### config.mk
export PLATFORM = sky130hd
export DESIGN_NAME = serial_frame_rx_deframer
export DESIGN_NICKNAME = d
export VERILOG_FILES = /design/src/design/srfd_pkg.sv /design/src/design/srfd_cfg.sv /design/src/design/srfd_crc.sv /design/src/design/srfd_parse.sv /design/src/design/serial_frame_rx_deframer.sv
export SDC_FILE = /design/constraint.sdc
export NUM_CORES = 1
export LEC_CHECK = 0
export BUFFER_PORTS_ARGS = -buffer_cell sky130_fd_sc_hd__buf_2
export CORE_MARGIN = 2
export CORE_UTILIZATION = 50
export DETAILED_ROUTE_END_ITERATION = 8
export PLACE_DENSITY = 0.79
export SYNTH_ARGS = -nofsm -noshare
export SYNTH_HDL_FRONTEND = slang
export SYNTH_SLANG_ARGS = --single-unit
### constraint.sdc
create_clock -name clk_i -period 6.2 [get_ports clk_i]
set_input_delay 1.24 -clock clk_i [delete_from_list [all_inputs] [get_ports clk_i]]
set_output_delay 1.24 -clock clk_i [all_outputs]
set_load 0.05 [all_outputs]
### src/design/srfd_pkg.sv
// shared types, codes and constants of the serial frame deframer
package srfd_pkg;

  // largest payload length the design ever takes, whatever max_payload says
  localparam int unsigned PayloadLimit = 64;

  // configuration register indexes
  localparam logic [1:0] REG_START_MARKER = 2'd0;
  localparam logic [1:0] REG_END_MARKER   = 2'd1;
  localparam logic [1:0] REG_MAX_PAYLOAD  = 2'd2;
  localparam logic [1:0] REG_CRC_TAPS     = 2'd3;

  // reset values of the configuration registers
  localparam logic [7:0]  START_MARKER_RST = 8'hAA;
  localparam logic [7:0]  END_MARKER_RST   = 8'h55;
  localparam logic [6:0]  MAX_PAYLOAD_RST  = 7'd64;
  localparam logic [15:0] CRC_TAPS_RST     = 16'hA001;

  // crc seed at the start of each frame
  localparam logic [15:0] CRC_INIT = 16'hFFFF;

  // result kinds
  localparam logic [2:0] KIND_PAYLOAD  = 3'd0;
  localparam logic [2:0] KIND_GOOD     = 3'd1;
  localparam logic [2:0] KIND_CRC_ERR  = 3'd2;
  localparam logic [2:0] KIND_END_ERR  = 3'd3;
  localparam logic [2:0] KIND_LEN_ERR  = 3'd4;

  // input beat types
  localparam logic REQ_BYTE     = 1'b0;
  localparam logic REQ_LINE_ERR = 1'b1;

  // configuration as seen by the parser
  typedef struct packed {
    logic [7:0]  start_marker;
    logic [7:0]  end_marker;
    logic [6:0]  max_payload;
    logic [15:0] crc_taps;
  } cfg_t;

  // one result beat
  typedef struct packed {
    logic [2:0]  kind;
    logic [7:0]  frame_cmd;
    logic [7:0]  payload_byte;
    logic [5:0]  byte_index;
    logic [7:0]  frame_length;
    logic [15:0] crc_received;
    logic [15:0] crc_computed;
  } result_t;

endpackage

### src/design/srfd_cfg.sv
// configuration registers of the serial frame deframer
module srfd_cfg (
  input  logic                clk_i,
  input  logic                rst_ni,
  input  logic                cfg_valid_i,
  input  logic [1:0]          cfg_index_i,
  input  logic [15:0]         cfg_data_i,
  output srfd_pkg::cfg_t      cfg_o
);

  srfd_pkg::cfg_t cfg_q, cfg_d;

  // decode of the register index
  always_comb begin
    cfg_d = cfg_q;
    if (cfg_valid_i) begin
      unique case (cfg_index_i)
        srfd_pkg::REG_START_MARKER: cfg_d.start_marker = cfg_data_i[7:0];
        srfd_pkg::REG_END_MARKER:   cfg_d.end_marker   = cfg_data_i[7:0];
        srfd_pkg::REG_MAX_PAYLOAD:  cfg_d.max_payload  = cfg_data_i[6:0];
        srfd_pkg::REG_CRC_TAPS:     cfg_d.crc_taps     = cfg_data_i;
        default:                    cfg_d = cfg_q;
      endcase
    end
  end

  // register bank
  always_ff @(posedge clk_i or negedge rst_ni) begin
    if (!rst_ni) begin
      cfg_q.start_marker <= srfd_pkg::START_MARKER_RST;
      cfg_q.end_marker   <= srfd_pkg::END_MARKER_RST;
      cfg_q.max_payload  <= srfd_pkg::MAX_PAYLOAD_RST;
      cfg_q.crc_taps     <= srfd_pkg::CRC_TAPS_RST;
    end else begin
      cfg_q <= cfg_d;
    end
  end

  assign cfg_o = cfg_q;

endmodule

### src/design/srfd_crc.sv
// reflected crc-16 update over one byte, eight bit steps unrolled
module srfd_crc (
  input  logic [15:0] crc_i,
  input  logic [7:0]  data_i,
  input  logic [15:0] poly_i,
  output logic [15:0] crc_o
);

  logic [15:0] acc;

  // right-shift update, lsb first
  always_comb begin
    acc = crc_i ^ {8'h00, data_i};
    for (int b = 0; b < 8; b++) begin
      if (acc[0]) begin
        acc = (acc >> 1) ^ poly_i;
      end else begin
        acc = acc >> 1;
      end
    end
    crc_o = acc;
  end

endmodule

### src/design/srfd_parse.sv
// frame parser state machine and result register
module srfd_parse (
  input  logic                 clk_i,
  input  logic                 rst_ni,
  input  logic                 step_i,
  input  logic                 adv_i,
  input  logic                 req_i,
  input  logic [7:0]           byte_i,
  input  srfd_pkg::cfg_t       cfg_i,
  output logic                 res_valid_o,
  output srfd_pkg::result_t    res_o
);

  localparam logic [2:0] PH_IDLE = 3'd0;
  localparam logic [2:0] PH_LEN  = 3'd1;
  localparam logic [2:0] PH_CMD  = 3'd2;
  localparam logic [2:0] PH_DATA = 3'd3;
  localparam logic [2:0] PH_CRCH = 3'd4;
  localparam logic [2:0] PH_CRCL = 3'd5;
  localparam logic [2:0] PH_END  = 3'd6;

  localparam logic [7:0] LIMIT_CAP = 8'(srfd_pkg::PayloadLimit);

  logic [2:0]  phase_q, phase_d;
  logic [7:0]  len_q, len_d;
  logic [7:0]  cmd_q, cmd_d;
  logic [6:0]  count_q, count_d;
  logic [15:0] crc_q, crc_d;
  logic [15:0] held_crc_q, held_crc_d;

  logic              res_valid_q, res_valid_d;
  srfd_pkg::result_t res_q, res_d;

  logic              emit;
  srfd_pkg::result_t emit_res;
  logic [15:0]       crc_next;
  logic [7:0]        limit;
  logic [6:0]        count_inc;

  srfd_crc u_crc (
    .crc_i  (crc_q),
    .data_i (byte_i),
    .poly_i (cfg_i.crc_taps),
    .crc_o  (crc_next)
  );

  // effective length limit
  always_comb begin
    if ({1'b0, cfg_i.max_payload} > LIMIT_CAP) begin
      limit = LIMIT_CAP;
    end else begin
      limit = {1'b0, cfg_i.max_payload};
    end
  end

  assign count_inc = count_q + 7'd1;

  // next state and result of one beat
  always_comb begin
    phase_d    = phase_q;
    len_d      = len_q;
    cmd_d      = cmd_q;
    count_d    = count_q;
    crc_d      = crc_q;
    held_crc_d = held_crc_q;
    emit       = 1'b0;
    emit_res   = '0;

    if (req_i == srfd_pkg::REQ_LINE_ERR) begin
      phase_d = PH_IDLE;
    end else begin
      unique case (phase_q)
        PH_LEN: begin
          len_d = byte_i;
          if (byte_i <= limit) begin
            count_d = '0;
            crc_d   = srfd_pkg::CRC_INIT;
            phase_d = PH_CMD;
          end else begin
            phase_d               = PH_IDLE;
            emit                  = 1'b1;
            emit_res.kind         = srfd_pkg::KIND_LEN_ERR;
            emit_res.frame_length = byte_i;
          end
        end
        PH_CMD: begin
          cmd_d   = byte_i;
          crc_d   = crc_next;
          phase_d = (len_q != 8'd0) ? PH_DATA : PH_CRCH;
        end
        PH_DATA: begin
          crc_d   = crc_next;
          count_d = count_inc;
          if ({1'b0, count_inc} >= len_q) begin
            phase_d = PH_CRCH;
          end
          emit                  = 1'b1;
          emit_res.kind         = srfd_pkg::KIND_PAYLOAD;
          emit_res.frame_cmd    = cmd_q;
          emit_res.payload_byte = byte_i;
          emit_res.byte_index   = count_q[5:0];
          emit_res.frame_length = len_q;
        end
        PH_CRCH: begin
          held_crc_d = {byte_i, 8'h00};
          phase_d    = PH_CRCL;
        end
        PH_CRCL: begin
          held_crc_d = {held_crc_q[15:8], byte_i};
          phase_d    = PH_END;
        end
        PH_END: begin
          phase_d = PH_IDLE;
          emit    = 1'b1;
          if (byte_i != cfg_i.end_marker) begin
            emit_res.kind = srfd_pkg::KIND_END_ERR;
          end else if (crc_q == held_crc_q) begin
            emit_res.kind = srfd_pkg::KIND_GOOD;
          end else begin
            emit_res.kind = srfd_pkg::KIND_CRC_ERR;
          end
          emit_res.frame_cmd    = cmd_q;
          emit_res.frame_length = len_q;
          emit_res.crc_received = held_crc_q;
          emit_res.crc_computed = crc_q;
        end
        default: begin
          // idle and unused codes hunt for the start marker
          phase_d = (byte_i == cfg_i.start_marker) ? PH_LEN : PH_IDLE;
        end
      endcase
    end
  end

  // result register loads whenever the output side is free
  always_comb begin
    res_valid_d = res_valid_q;
    res_d       = res_q;
    if (adv_i) begin
      res_valid_d = step_i && emit;
      res_d       = emit_res;
    end
  end

  // parser state
  always_ff @(posedge clk_i or negedge rst_ni) begin
    if (!rst_ni) begin
      phase_q    <= PH_IDLE;
      len_q      <= '0;
      cmd_q      <= '0;
      count_q    <= '0;
      crc_q      <= srfd_pkg::CRC_INIT;
      held_crc_q <= '0;
    end else if (step_i) begin
      phase_q    <= phase_d;
      len_q      <= len_d;
      cmd_q      <= cmd_d;
      count_q    <= count_d;
      crc_q      <= crc_d;
      held_crc_q <= held_crc_d;
    end
  end

  // result valid flag
  always_ff @(posedge clk_i or negedge rst_ni) begin
    if (!rst_ni) begin
      res_valid_q <= 1'b0;
    end else begin
      res_valid_q <= res_valid_d;
    end
  end

  // result payload
  always_ff @(posedge clk_i) begin
    res_q <= res_d;
  end

  assign res_valid_o = res_valid_q;
  assign res_o       = res_q;

endmodule

### src/design/serial_frame_rx_deframer.sv
// Serial frame deframer top level. Received UART bytes and line-error events enter as beats
// on the input channel; payload bytes and frame status beats leave on the output channel.
// One input beat is taken every clock cycle when the output side keeps up. A beat is held
// in an input register and parsed with a one-byte CRC-16 update once the result register
// is free; its result, if any, is then registered. The single-byte CRC update between the
// input and result registers sets the cycle time. The user makes configuration writes
// only while no frame is in flight; the block itself does not enforce this.
module serial_frame_rx_deframer (
  input  logic        clk_i,
  input  logic        rst_ni,
  // input beats
  input  logic        in_valid_i,
  output logic        in_ready_o,
  input  logic        req_type_i,
  input  logic [7:0]  rx_byte_i,
  // result beats
  output logic        out_valid_o,
  input  logic        out_ready_i,
  output logic [2:0]  kind_o,
  output logic [7:0]  frame_cmd_o,
  output logic [7:0]  payload_byte_o,
  output logic [5:0]  byte_index_o,
  output logic [7:0]  frame_length_o,
  output logic [15:0] crc_received_o,
  output logic [15:0] crc_computed_o,
  // configuration writes
  input  logic        cfg_valid_i,
  output logic        cfg_ready_o,
  input  logic [1:0]  cfg_index_i,
  input  logic [15:0] cfg_data_i
);

  srfd_pkg::cfg_t    cfg;
  srfd_pkg::result_t res;

  logic       in_valid_q, in_valid_d;
  logic       in_req_q;
  logic [7:0] in_byte_q;
  logic       res_valid;
  logic       adv;
  logic       step;

  // the result register is free when empty or being taken
  assign adv         = !res_valid || out_ready_i;
  assign step        = in_valid_q && adv;
  assign in_ready_o  = !in_valid_q || adv;
  assign cfg_ready_o = 1'b1;

  // input register valid
  always_comb begin
    in_valid_d = in_valid_q;
    if (in_ready_o) begin
      in_valid_d = in_valid_i;
    end
  end

  always_ff @(posedge clk_i or negedge rst_ni) begin
    if (!rst_ni) begin
      in_valid_q <= 1'b0;
    end else begin
      in_valid_q <= in_valid_d;
    end
  end

  // input register payload
  always_ff @(posedge clk_i) begin
    if (in_ready_o && in_valid_i) begin
      in_req_q  <= req_type_i;
      in_byte_q <= rx_byte_i;
    end
  end

  srfd_cfg u_cfg (
    .clk_i       (clk_i),
    .rst_ni      (rst_ni),
    .cfg_valid_i (cfg_valid_i && cfg_ready_o),
    .cfg_index_i (cfg_index_i),
    .cfg_data_i  (cfg_data_i),
    .cfg_o       (cfg)
  );

  srfd_parse u_parse (
    .clk_i       (clk_i),
    .rst_ni      (rst_ni),
    .step_i      (step),
    .adv_i       (adv),
    .req_i       (in_req_q),
    .byte_i      (in_byte_q),
    .cfg_i       (cfg),
    .res_valid_o (res_valid),
    .res_o       (res)
  );

  // result ports
  assign out_valid_o    = res_valid;
  assign kind_o         = res.kind;
  assign frame_cmd_o    = res.frame_cmd;
  assign payload_byte_o = res.payload_byte;
  assign byte_index_o   = res.byte_index;
  assign frame_length_o = res.frame_length;
  assign crc_received_o = res.crc_received;
  assign crc_computed_o = res.crc_computed;

endmodule

==> reports/metrics.cfg <==
[layout]
mostFrequentLayoutCells=98 x buf_2, 88 x xnor2_1, 74 x nand2_1, 74 x edfxtp_1, 71 x dfrtp_1
n_antenna_cell=0
final_common_cell=buf_2
num-fill-cells=1677
drive_gt1_frac=0.249
design_area_um2=11600
finalNetCount=1086
area_growth_pct=12.5

[critical_path]
critical_path_arrival_ns=5.54
crit_fanout=31
r2r_setup_slack_ns=1.01
r2r_start=in_byte_q[0]
crit_path_end_kind=flip-flop
path_cells=xnor2_1, buf_4, xnor2_1, and3_1, or4_1, nand2_1, o31ai_1, o21ai_2, buf_4, a311o_1, a21o_1, a2111oi_0, nor3b_1
crit_start=in_byte_q[0]
start_kind=flip-flop
r2r_end=u_parse.crc_q[0]
crit_slowest_cell=xnor2_1
path_buf_inv=2
critPathRequiredTime_ns=6.55
slowest_delay_ns=0.75
ff2ff_path_depth=13
critPathTopFamily=compound AO/OA/AOI/OAI gates
path_class=flip-flop to flip-flop

[global_route]
grt_overflow=0
grt_first_pass_wirelength_um=42100
grt_pass1_vias=7503
grt_max_degree=61
grtUsageTotal=0.247
antenna_found_initial=0

[timing]
tightest_slew_ns=1.17
max_slew_margin=0.220
finalSetupTns_ns=0
setup_viol=0
fmax_mhz=193
setup_slack_ns=1.01
hold_viol=0
fin_crit_sh=0.837
skew_ns=0.0113
period_needed_ns=5.19
slew_viol_final=0
rsz0062_at_grt=no

[run]
drv_cap=0

[power_and_ir_drop]
peakVddDrop_mv=0.225
p_int_mw=2.51
switching_power_mw=1.67
p_per_area_nw_per_um2=360
p_leak_nw=4.95
clockPowerShare=0.257
pwr-share-seq=0.337
comb_power_share=0.406
switching_share=0.399

[synth]
async_flop_share=0.572
synth_top_area_cell=edfxtp_1
syn_avg_cell_area_um2=10.6
yosys_warnings=0
ys.flop_type=edfxtp_1
ys_ff_latch=173
yosysUniqueCellTypes=80
syn_area_um2=10300
synth_area_leaders=edfxtp_1 22%, dfrtp_1 17%, xnor2_1 7.5%, dfstp_2 7.1%, mux2_2 5.9%
synthCells=972
synth.top_cell.area_share=0.215
synth_edf_count=74
synth-seq-area-share=0.458
syn_nets=1019

[placed_design]
gp_congestion=0.921
placed_area_um2=11000
io_buffer_count=98
dp.final_hpwl_um=18100
post-place-ws_ns=1.13

[hold_path]
hold_depth=2
whs_endpoint=u_parse.cmd_q[0]
min_from=u_parse.cmd_q[0]
min_path_type=flip-flop to flip-flop

[clocking]
insertion_delay_ns=0.44
cts_max_level=4
post_cts_buffers=0
cts_resized=0
clk_path_buf_depth=2
clkTransAtPathRegs_ns=0.07
cts_made_buffers=17
cts_tree=built
cts_hold_buf=0
cts_root_buf=clkbuf_16
clock-sinks=173

[route]
viasPerCell=6.13
drt_iter0_markers=809
drc=0
wirelength_um=26500
ant_nets=0
post_drt_wl_per_cell_um=20.0
num_vias=8100
dr.pass1.iters=5

[floorplanning]
io-pin-count=100
initial_core_util=0.511
core_area_um2=20200
die_y_um=148
core.rowCount=52
die_w_um=148
die_area_um2=21800

[run_status]
status=finished clean

## cell usage after synthesis (16+ instances only)
cell	number
xnor2_1	88
o2111a_1	19
nand3_1	43
clkbuf_1	57
and3_1	17
dfrtp_1	71
xor2_1	16
mux2_2	54
nand2_1	74
and2_1	57
o21ai_0	38
dfstp_2	28
a21oi_1	24
nor2_1	37
nor3_1	18
edfxtp_1	74
## through the flow
| stage | instances | util | hold slack [ns] | power, mW |
|---|---|---|---|---|
| 6_report | 1322 | 0.574 | 0.482 | 4.18 |
| 5_1_grt | 1322 | 0.574 | 0.509 | 4.40 |
| 4_1_cts | 1321 | 0.574 | 0.482 | 4.18 |
| 3_5_place_dp | 1289 | 0.545 | 0.468 | 3.07 |
| 3_3_place_gp | 1289 | 0.545 | 0.461 | 3.04 |
| 2_1_floorplan | 972 | - | 0.442 | 2.72 |
## worst max path at each step
stage / endpoint / slack (ns) / depth (start not counted)
2_1_floorplan: in_ready_o / 1.52 / 2
3_3_place_gp: u_parse.crc_q[3] / 1.28 / 13
3_5_place_dp: u_parse.crc_q[3] / 1.13 / 13
4_1_cts: u_parse.crc_q[0] / 1.07 / 13
5_1_grt: u_parse.crc_q[0] / 0.57 / 13
6_report: u_parse.crc_q[0] / 1.01 / 13
## flip-flops by register name (all words and copies together) (netlist names)
name,cells
in_byte_q,8
in_req_q,1
in_valid_q,1
u_cfg.cfg_o,39
u_parse.cmd_q,8
u_parse.count_q,7
u_parse.crc_q,16
u_parse.held_crc_q,16
u_parse.len_q,8
u_parse.phase_q,3
u_parse.res_o,65
u_parse.res_valid_o,1
## power by group through the flow
stage | Combinational, mW | Sequential (mW) | Clock (mW)
after global routing | 1.85 | 1.42 | 1.13
final | 1.70 | 1.41 | 1.08
after floorplan | 1.39 | 1.33 | 0
after CTS | 1.68 | 1.40 | 1.09
after detailed placement | 1.65 | 1.42 | 0
after global placement | 1.62 | 1.42 | 0
## kinds of logic after synthesis
| family | synth area share |
|---|---|
| muxes | 0.0618 |
| buffers and inverters | 0.0355 |
| and+or+nand+nor | 0.154 |
| adders and majority gates | 0.0182 |
| other | 0.000363 |
| xor gates and xnor gates | 0.100 |
| DFF | 0.458 |
| AOI/OAI and AO/OA | 0.172 |
## per-layer routing
metal,vias to the layer above,wire length [um],GRT usage
met3,61,2160,0.0543
li1,3739,-,-
met4,0,767,0.0870
met1,3923,11700,0.362
met2,377,11800,0.364
met5,-,0,0
## worst register-to-register path, cell delays in order (launching register included)
cell and delay (ns):
edfxtp_1 0.54, xnor2_1 0.19, buf_4 0.20, xnor2_1 0.76
and3_1 0.35, or4_1 0.51, nand2_1 0.22, o31ai_1 0.40
o21ai_2 0.08, buf_4 0.23, a311o_1 0.43, a21o_1 0.53
a2111oi_0 0.58, nor3b_1 0.09
## final cells by class
cell class	instances	area (um2)	area share
inverters	18	67.6	0.00581
repair buffers	119	648	0.0558
clock inverters	13	154	0.0132
well taps	270	338	0.0291
flip-flops and latches	173	4730	0.407
clock buffers	19	433	0.0373
multi-input cells	710	5250	0.451
(Power assumes the default switching activity.)
